`config.mk`:
```
export PLATFORM = sky130hd
export DESIGN_NAME = tiled_texel_swizzle_convert_unit
export DESIGN_NICKNAME = d
export VERILOG_FILES = /design/src/design/tts_pkg.sv /design/src/design/tts_texel_fmt.sv /design/src/design/tts_tile_addr.sv /design/src/design/tiled_texel_swizzle_convert_unit.sv
export SDC_FILE = /design/constraint.sdc
export NUM_CORES = 1
export LEC_CHECK = 0
export BUFFER_PORTS_ARGS = -buffer_cell sky130_fd_sc_hd__buf_2
export CORE_UTILIZATION = 40
export CTS_CLUSTER_SIZE = 12
export DETAILED_ROUTE_END_ITERATION = 8
export REMOVE_ABC_BUFFERS = 1
export SLEW_MARGIN = 15
export SYNTH_ARGS = -nofsm -noshare
export SYNTH_HDL_FRONTEND = slang
export SYNTH_SLANG_ARGS = --single-unit
```
`constraint.sdc`:
```
create_clock -name clk -period 9.39 [get_ports clk]
set_clock_uncertainty 0.2 [all_clocks]
set_input_delay 0.4695 -clock clk [delete_from_list [all_inputs] [get_ports clk]]
set_output_delay 0.4695 -clock clk [all_outputs]
set_load 0.1 [all_outputs]
```
`src/design/tts_pkg.sv`:
```
package tts_pkg;

	// Clamp applied to the width and height registers
	localparam int unsigned MAX_DIM = 1024;

	// Texture tiles are TILE_SIDE x TILE_SIDE texels
	localparam int unsigned TILE_SIDE = 8;
	localparam int unsigned TILE_BITS = $clog2(TILE_SIDE);

	localparam int unsigned COORD_W  = 10;
	localparam int unsigned DIM_W    = 11;
	localparam int unsigned MODE_W   = 3;
	localparam int unsigned OFFSET_W = 22;
	localparam int unsigned TEXEL_W  = 32;
	localparam int unsigned COUNT_W  = 3;
	localparam int unsigned CFG_IDX_W = 2;

	// Configuration register indexes
	localparam logic [CFG_IDX_W-1:0] CFG_TEX_WIDTH   = 2'd0;
	localparam logic [CFG_IDX_W-1:0] CFG_TEX_HEIGHT  = 2'd1;
	localparam logic [CFG_IDX_W-1:0] CFG_FORMAT_MODE = 2'd2;

	// Texel formats; codes 6 and 7 behave as the 8-bit copy
	typedef enum logic [MODE_W-1:0] {
		FMT_RGB8     = 3'd0,
		FMT_RGBA8    = 3'd1,
		FMT_RGB5551  = 3'd2,
		FMT_RGBA5551 = 3'd3,
		FMT_RGBA4444 = 3'd4,
		FMT_COPY8    = 3'd5
	} fmt_mode_t;

	typedef struct packed {
		logic [COORD_W-1:0] column;
		logic [COORD_W-1:0] row;
		logic [7:0]         red;
		logic [7:0]         green;
		logic [7:0]         blue;
		logic [7:0]         alpha;
	} in_word_t;

	typedef struct packed {
		logic [OFFSET_W-1:0] byte_offset;
		logic [TEXEL_W-1:0]  texel;
		logic [COUNT_W-1:0]  byte_count;
		logic                out_of_range;
	} out_word_t;

endpackage

```
`src/design/tts_texel_fmt.sv`:
```
module tts_texel_fmt (
	input  tts_pkg::in_word_t            pix,
	input  logic [tts_pkg::MODE_W-1:0]   format_mode,
	output logic [tts_pkg::TEXEL_W-1:0]  texel,
	output logic [tts_pkg::COUNT_W-1:0]  byte_count
);
	import tts_pkg::*;

	always_comb begin
		case (format_mode)
			FMT_RGB8: begin
				byte_count = 3'd3;
				texel      = {8'h00, pix.red, pix.green, pix.blue};
			end
			FMT_RGBA8: begin
				byte_count = 3'd4;
				texel      = {pix.red, pix.green, pix.blue, pix.alpha};
			end
			FMT_RGB5551: begin
				byte_count = 3'd2;
				texel      = {16'h0000, pix.red[7:3], pix.green[7:3], pix.blue[7:3], 1'b1};
			end
			FMT_RGBA5551: begin
				byte_count = 3'd2;
				texel      = {16'h0000, pix.red[7:3], pix.green[7:3], pix.blue[7:3],
					pix.alpha[7]};
			end
			FMT_RGBA4444: begin
				byte_count = 3'd2;
				texel      = {16'h0000, pix.red[7:4], pix.green[7:4], pix.blue[7:4],
					pix.alpha[7:4]};
			end
			default: begin
				byte_count = 3'd1;
				texel      = {24'h000000, pix.red};
			end
		endcase
	end

endmodule

```
`src/design/tts_tile_addr.sv`:
```
module tts_tile_addr (
	input  logic                          clk,
	input  logic                          load,
	input  logic [tts_pkg::COORD_W-1:0]   column,
	input  logic [tts_pkg::COORD_W-1:0]   row,
	input  logic [tts_pkg::DIM_W-1:0]     tex_width,
	input  logic [tts_pkg::DIM_W-1:0]     tex_height,
	input  logic [tts_pkg::COUNT_W-1:0]   byte_count,
	output logic [tts_pkg::OFFSET_W-1:0]  byte_offset,
	output logic                          out_of_range
);
	import tts_pkg::*;

	localparam int unsigned TROW_W = DIM_W - TILE_BITS;
	localparam int unsigned PROD_W = TROW_W + DIM_W;
	localparam int unsigned BASE_W = PROD_W + 1;
	localparam int unsigned IDX_W  = 2 * TILE_BITS;

	logic [DIM_W-1:0]  w_clamp;
	logic [DIM_W-1:0]  h_clamp;
	logic              oor;
	logic [DIM_W-1:0]  fy;
	logic [PROD_W-1:0] prod;
	logic [IDX_W-1:0]  inner;

	logic [PROD_W-1:0]    prod_s2;
	logic [COORD_W-1:0]   col_base_s2;
	logic [IDX_W-1:0]     inner_s2;
	logic                 oor_s2;

	logic [BASE_W-1:0]    base;
	logic [OFFSET_W-1:0]  lin;
	logic [OFFSET_W-1:0]  scaled;

	// Stage A: range check, vertical flip, tile-row multiply, Morton index
	always_comb begin
		w_clamp = (tex_width > DIM_W'(MAX_DIM)) ? DIM_W'(MAX_DIM) : tex_width;
		h_clamp = (tex_height > DIM_W'(MAX_DIM)) ? DIM_W'(MAX_DIM) : tex_height;
		oor     = (DIM_W'(column) >= w_clamp) || (DIM_W'(row) >= h_clamp);
		fy      = h_clamp - DIM_W'(1) - DIM_W'(row);
		prod    = PROD_W'(fy[DIM_W-1:TILE_BITS]) * PROD_W'(w_clamp);
		for (int i = 0; i < TILE_BITS; i++) begin
			inner[2*i]   = column[i];
			inner[2*i+1] = fy[i];
		end
	end

	always_ff @(posedge clk) begin
		if (load) begin
			prod_s2     <= prod;
			col_base_s2 <= {column[COORD_W-1:TILE_BITS], TILE_BITS'(0)};
			inner_s2    <= inner;
			oor_s2      <= oor;
		end
	end

	// Stage B: texel index within the texture, scaled by bytes per texel
	always_comb begin
		base = BASE_W'(prod_s2) + BASE_W'(col_base_s2);
		lin  = OFFSET_W'({base, TILE_BITS'(0)}) + OFFSET_W'(inner_s2);
		case (byte_count)
			3'd2:    scaled = {lin[OFFSET_W-2:0], 1'b0};
			3'd3:    scaled = lin + {lin[OFFSET_W-2:0], 1'b0};
			3'd4:    scaled = {lin[OFFSET_W-3:0], 2'b00};
			default: scaled = lin;
		endcase
		byte_offset  = oor_s2 ? '0 : scaled;
		out_of_range = oor_s2;
	end

endmodule

```
`src/design/tiled_texel_swizzle_convert_unit.sv`:
```
// Tiled texel swizzle and format converter. Each input word carries one pixel of a
// linear, top-down image with its destination column and row; the unit flips the
// row, finds the 8x8 tile and the Morton-ordered slot inside it, and returns the
// byte offset in texture memory together with the pixel converted to the format
// selected by format_mode (RGB8, RGBA8, RGB/RGBA to 5551, RGBA to 4444, 8-bit
// copy). Coordinates outside the texture raise out_of_range and force the offset
// to zero. Throughput is one word per clock while out_ready is high; a word passes
// an input register, a register after the tile-row multiply and the output
// register, and out_valid rises as the word enters it. The three-register chain
// holds up to three words in flight, and each stage advances whenever the one after
// it is empty or being drained. Configuration (index 0 tex_width, 1 tex_height, 2
// format_mode) is written through cfg_we/cfg_index/cfg_data and must only change
// while no word is in flight.
module tiled_texel_swizzle_convert_unit (
	input  logic                            clk,
	input  logic                            arst_n,

	input  logic                            cfg_we,
	input  logic [tts_pkg::CFG_IDX_W-1:0]   cfg_index,
	input  logic [tts_pkg::DIM_W-1:0]       cfg_data,

	input  logic                            in_valid,
	output logic                            in_ready,
	input  tts_pkg::in_word_t               in_word,

	output logic                            out_valid,
	input  logic                            out_ready,
	output tts_pkg::out_word_t              out_word
);
	import tts_pkg::*;

	// configuration
	logic [DIM_W-1:0]  tex_width_q;
	logic [DIM_W-1:0]  tex_height_q;
	logic [MODE_W-1:0] format_mode_q;

	// pipeline
	logic      valid_s1;
	in_word_t  word_s1;
	logic      valid_s2;
	logic [TEXEL_W-1:0] texel_s2;
	logic [COUNT_W-1:0] count_s2;
	logic      out_valid_q;
	out_word_t out_word_q;

	logic adv_out;
	logic load_s2;
	logic [TEXEL_W-1:0]  texel_a;
	logic [COUNT_W-1:0]  count_a;
	logic [OFFSET_W-1:0] offset_b;
	logic                oor_b;

	// a stage takes a new word when it is empty or its word moves on
	assign adv_out  = !out_valid_q || out_ready;
	assign load_s2  = valid_s1 && (!valid_s2 || adv_out);
	assign in_ready = !valid_s1 || load_s2;

	always_ff @(posedge clk or negedge arst_n) begin
		if (!arst_n) begin
			tex_width_q   <= DIM_W'(256);
			tex_height_q  <= DIM_W'(256);
			format_mode_q <= FMT_RGB8;
		end else if (cfg_we) begin
			case (cfg_index)
				CFG_TEX_WIDTH:   tex_width_q   <= cfg_data;
				CFG_TEX_HEIGHT:  tex_height_q  <= cfg_data;
				CFG_FORMAT_MODE: format_mode_q <= cfg_data[MODE_W-1:0];
				default: ;
			endcase
		end
	end

	always_ff @(posedge clk or negedge arst_n) begin
		if (!arst_n) begin
			valid_s1    <= 1'b0;
			valid_s2    <= 1'b0;
			out_valid_q <= 1'b0;
		end else begin
			if (in_ready)
				valid_s1 <= in_valid;
			if (!valid_s2 || adv_out)
				valid_s2 <= valid_s1;
			if (adv_out)
				out_valid_q <= valid_s2;
		end
	end

	always_ff @(posedge clk) begin
		if (in_ready && in_valid)
			word_s1 <= in_word;
		if (load_s2) begin
			texel_s2 <= texel_a;
			count_s2 <= count_a;
		end
		if (adv_out && valid_s2) begin
			out_word_q.byte_offset  <= offset_b;
			out_word_q.texel        <= texel_s2;
			out_word_q.byte_count   <= count_s2;
			out_word_q.out_of_range <= oor_b;
		end
	end

	tts_texel_fmt u_fmt (
		.pix         (word_s1),
		.format_mode (format_mode_q),
		.texel       (texel_a),
		.byte_count  (count_a)
	);

	tts_tile_addr u_addr (
		.clk          (clk),
		.load         (load_s2),
		.column       (word_s1.column),
		.row          (word_s1.row),
		.tex_width    (tex_width_q),
		.tex_height   (tex_height_q),
		.byte_count   (count_s2),
		.byte_offset  (offset_b),
		.out_of_range (oor_b)
	);

	assign out_valid = out_valid_q;
	assign out_word  = out_word_q;

`ifndef SYNTHESIS
	// an out-of-range word never carries an address
	a_oor_zero: assert property (@(posedge clk) disable iff (!arst_n)
		out_valid_q && out_word_q.out_of_range |-> out_word_q.byte_offset == '0)
		else $error("out_of_range word with nonzero byte_offset");

	// offsets of 2- and 4-byte texels stay naturally aligned
	a_align: assert property (@(posedge clk) disable iff (!arst_n)
		out_valid_q |->
			(out_word_q.byte_count != 3'd4 || out_word_q.byte_offset[1:0] == 2'b00) &&
			(out_word_q.byte_count != 3'd2 || out_word_q.byte_offset[0] == 1'b0))
		else $error("byte_offset misaligned for byte_count");

	a_count: assert property (@(posedge clk) disable iff (!arst_n)
		out_valid_q |-> out_word_q.byte_count != 3'd0 && out_word_q.byte_count <= 3'd4)
		else $error("byte_count outside 1..4");

	// a word in the input register moves on when the middle stage is empty
	a_no_bubble: assert property (@(posedge clk) disable iff (!arst_n)
		valid_s1 && !valid_s2 |=> valid_s2)
		else $error("word held in input register with middle stage empty");
`endif

endmodule

```
==> results.ini <==
[run_status]
outcome = completed

[sta]
worst_slew_pin_slew_ns = 1.04
fin_crit_sh_pct = 83.0
slew_headroom_pct = 30.9
post-route-min-period_ns = 7.79
slew_viol_final = 0
setup_violations = 0
grt_setup_unrepaired = no
hold_viol_final = 0
max_freq_mhz = 128
setup_tns_ns = 0

[power]
pwr_density_cell_mw_per_mm2 = 396
irDropWorstVdd_uv = 210
leakage_uw = 0.00684

[global_route]
first_global_vias = 9465
grt_usage_pct = 17.8
grt_pass1_wl_mm = 48.1
grt_max_degree = 69
antenna_found_initial = 2
grt_overflow = 0

[critical_path]
critPathArrivalTime_ns = 7.86
max_stage_delay_ns = 0.55
crit_top_cell = a21oi_1
slowest_stage = dfrtp_1
worstSetupPathType = flip-flop to flip-flop
worstSetupEndpointType = flip-flop
required_ns = 9.46
start_kind = flip-flop
crit_fanout = 13

[floorplanning]
ios = 130
start_util_pct = 40.9
core_area_mm2 = 0.0327
die-width_um = 185
die_h_um = 185
die_area_mm2 = 0.0342
rows = 66

[logic_synthesis]
ys_types = 74
yosys.area_share.simple_pct = 11.7
syn_area_mm2 = 0.0134
synth_top_area_share_pct = 40.0
yosys_warnings = 0
synthTopCellsByArea = edfxtp_1 (40%), ha_1 (9.2%), fa_1 (8.7%), dfrtp_1 (4.9%), inv_1 (4.1%)
synth_xor_area_share_pct = 4.54
avgSynthCellArea_um2 = 10.9
synth_top_family_by_area = adder cells
synth-compound-area-share_pct = 11.5
ys_ff_latch = 206
synthMuxAreaShare_pct = 4.13
yosysMostFrequentCell = edfxtp_1
synth_ff_type = edfxtp_1
async_reset_ff_share_pct = 13.6
synth_edf_count = 178
synthTopCellsByCount = edfxtp_1 (178), inv_1 (147), nor2_1 (131), ha_1 (98), nand2_1 (73)
syn_inst = 1224
ys_seq_area_share_pct = 45.2
synth_area_leader_cell = edfxtp_1
synthAdderAreaFrac_pct = 17.8

[cts]
cts_tree = built
cts.repair.resized = 0
cts_buffer_depth = 3
ctsHtreeMaxLevel = 1
cts.clk_slew.worst_paths_ns = 0.05
cts.sinks = 206
cts_buffers = 25
clk-insertion-delay-late_ns = 0.53
cts_setup_buffers = 0
cts_root_buf = clkbuf_16

[drt]
avgViaCountPerCell = 5.04
routed_wirelength_mm = 29.7
firstDrtPassIters = 5
routedWlPerCell_um = 15.8
drc = 0
antenna_left = 0
dr.first_iter.drc_count = 513
vias = 9462

[cells_and_area]
area_growth_syn_to_layout_pct = 19.1
postLayoutCoreUtil_pct = 48.7
fillers = 3012
final_cells = 1877
nNetsFinal = 1643
fin_area_mm2 = 0.0159
drive_above_1_share_pct = 15.8
seq_area_mm2 = 0.00605
multi_input_area_mm2 = 0.00666

[placed_design]
dpl.hpwl_mm = 22.0
place_inst = 1772
gp_congestion = 0.906
postPlaceCellArea_mm2 = 0.0145
port_buffers = 129

[min_path]
min_path_type = input port to flip-flop

[run]
drv_cap = 0

-- worst max-delay path, delay by kind of cell, from the launching register on --
| kind | cells | cell delay [ns] |
|---|---|---|
| flip-flops | 1 | 0.55 |
| adder cells (fa/ha/maj) | 6 | 2.68 |
| AND/OR/NAND/NOR | 3 | 0.63 |
| XOR/XNOR | 1 | 0.08 |
| AO/OA/AOI/OAI | 15 | 3.02 |
| buffers and inverters | 5 | 0.38 |
-- cell type report --
class	count	area share (%)
Antenna cell	1	0.0157
Clock buffer	32	4.22
Clock inverter	12	0.746
Inverter	147	3.47
Multi-Input combinational cell	839	41.8
Sequential cell	206	38.0
Tap cell	442	3.47
Timing Repair Buffer	198	8.25
-- cell families after synthesis --
| group | count (synthesis) |
|---|---|
| mux | 52 |
| compound gates | 235 |
| fa+ha+maj | 156 |
| buf+inv | 179 |
| simple gates | 330 |
| xor+xnor | 66 |
| flops | 206 |
-- sequential cells by signal, summed over array words and instances (netlist names) --
signal / cells
tex_height_q: 11
u_addr.out_of_range: 1
valid_s2: 1
out_valid: 1
out_word: 58
word_s1: 52
u_addr.inner_s2: 6
tex_width_q: 11
format_mode_q: 3
u_addr.col_base_s2: 7
count_s2: 3
valid_s1: 1
u_addr.prod_s2: 19
texel_s2: 32
-- path summary, 6_finish.rpt --
check	start	slack, ns	cells past startpoint	endpoint
setup / recovery	tex_height_q[10]$_DFFE_PN0P_	1.60	30	u_addr.prod_s2[17]$_DFFE_PP_
hold / removal	cfg_data[9]	0.02	2	tex_width_q[9]$_DFFE_PN0P_
setup reg to reg	tex_height_q[10]$_DFFE_PN0P_	1.60	30	u_addr.prod_s2[17]$_DFFE_PP_
hold reg to reg	texel_s2[4]$_DFFE_PP_	0.21	0	out_word[8]$_DFFE_PP_
max in group asynchronous	arst_n	8.22	2	tex_width_q[10]$_DFFE_PN0P_
min in group asynchronous	arst_n	0.33	2	tex_height_q[7]$_DFFE_PN0P_
-- cell usage in the layout, fill, tap and decap left out, types with 5 or more instances in the layout --
cell type,n
o21ai_0,54
clkbuf_16,25
ha_1,98
a21o_1,17
nand4_1,7
a31oi_1,8
clkbuf_1,5
and3_1,13
dfrtp_1,26
xor2_1,23
o21bai_1,8
mux2_2,25
mux2i_1,27
dlygate4sd3_1,60
nor2b_1,16
fa_1,58
nand2_1,73
nor2_1,131
a211oi_1,18
nand2b_1,24
o21a_1,13
a21oi_1,65
nand3_1,20
nor3_1,12
buf_2,129
inv_1,147
edfxtp_1,178
buf_4,9
a221oi_1,5
xnor2_1,40
or2_2,6
-- layer usage --
metal  vias to the layer above  GRT usage (%)  wire length [um]
met5                         -              0                 0
met4                         0           5.29               729
met3                        47           2.40              1130
met2                       195           30.4             14300
met1                      4539           23.3             13600
li1                       4681              -                 -
-- per-stage QoR --
stage          worst slack [ns]  hold slack [ns]  power, uW
4_1_cts                    1.60          0.00663       6330
2_1_floorplan              2.14          -0.0261       4610
3_3_place_gp               1.76            0.201       5290
3_5_place_dp               1.60            0.205       5360
6_report                   1.60           0.0191       6300
5_1_grt                    1.07           0.0188       6890
-- power breakdown --
group,switching [uW],total [uW],leakage (uW),internal [uW]
clock,360,919,0.000384,558
combinational,2420,3980,0.00439,1560
sequential,112,1410,0.00207,1300
total,2890,6300,0.00684,3410
-- what timing repair did --
| action | in CTS | in global routing |
|---|---|---|
| hold buffers | 60 | 0 |
| endpoints found under the setup margin | 0 | 0 |
| hold endpoints to repair | 90 | 0 |
Note: power is estimated with default switching activity, not from simulation.
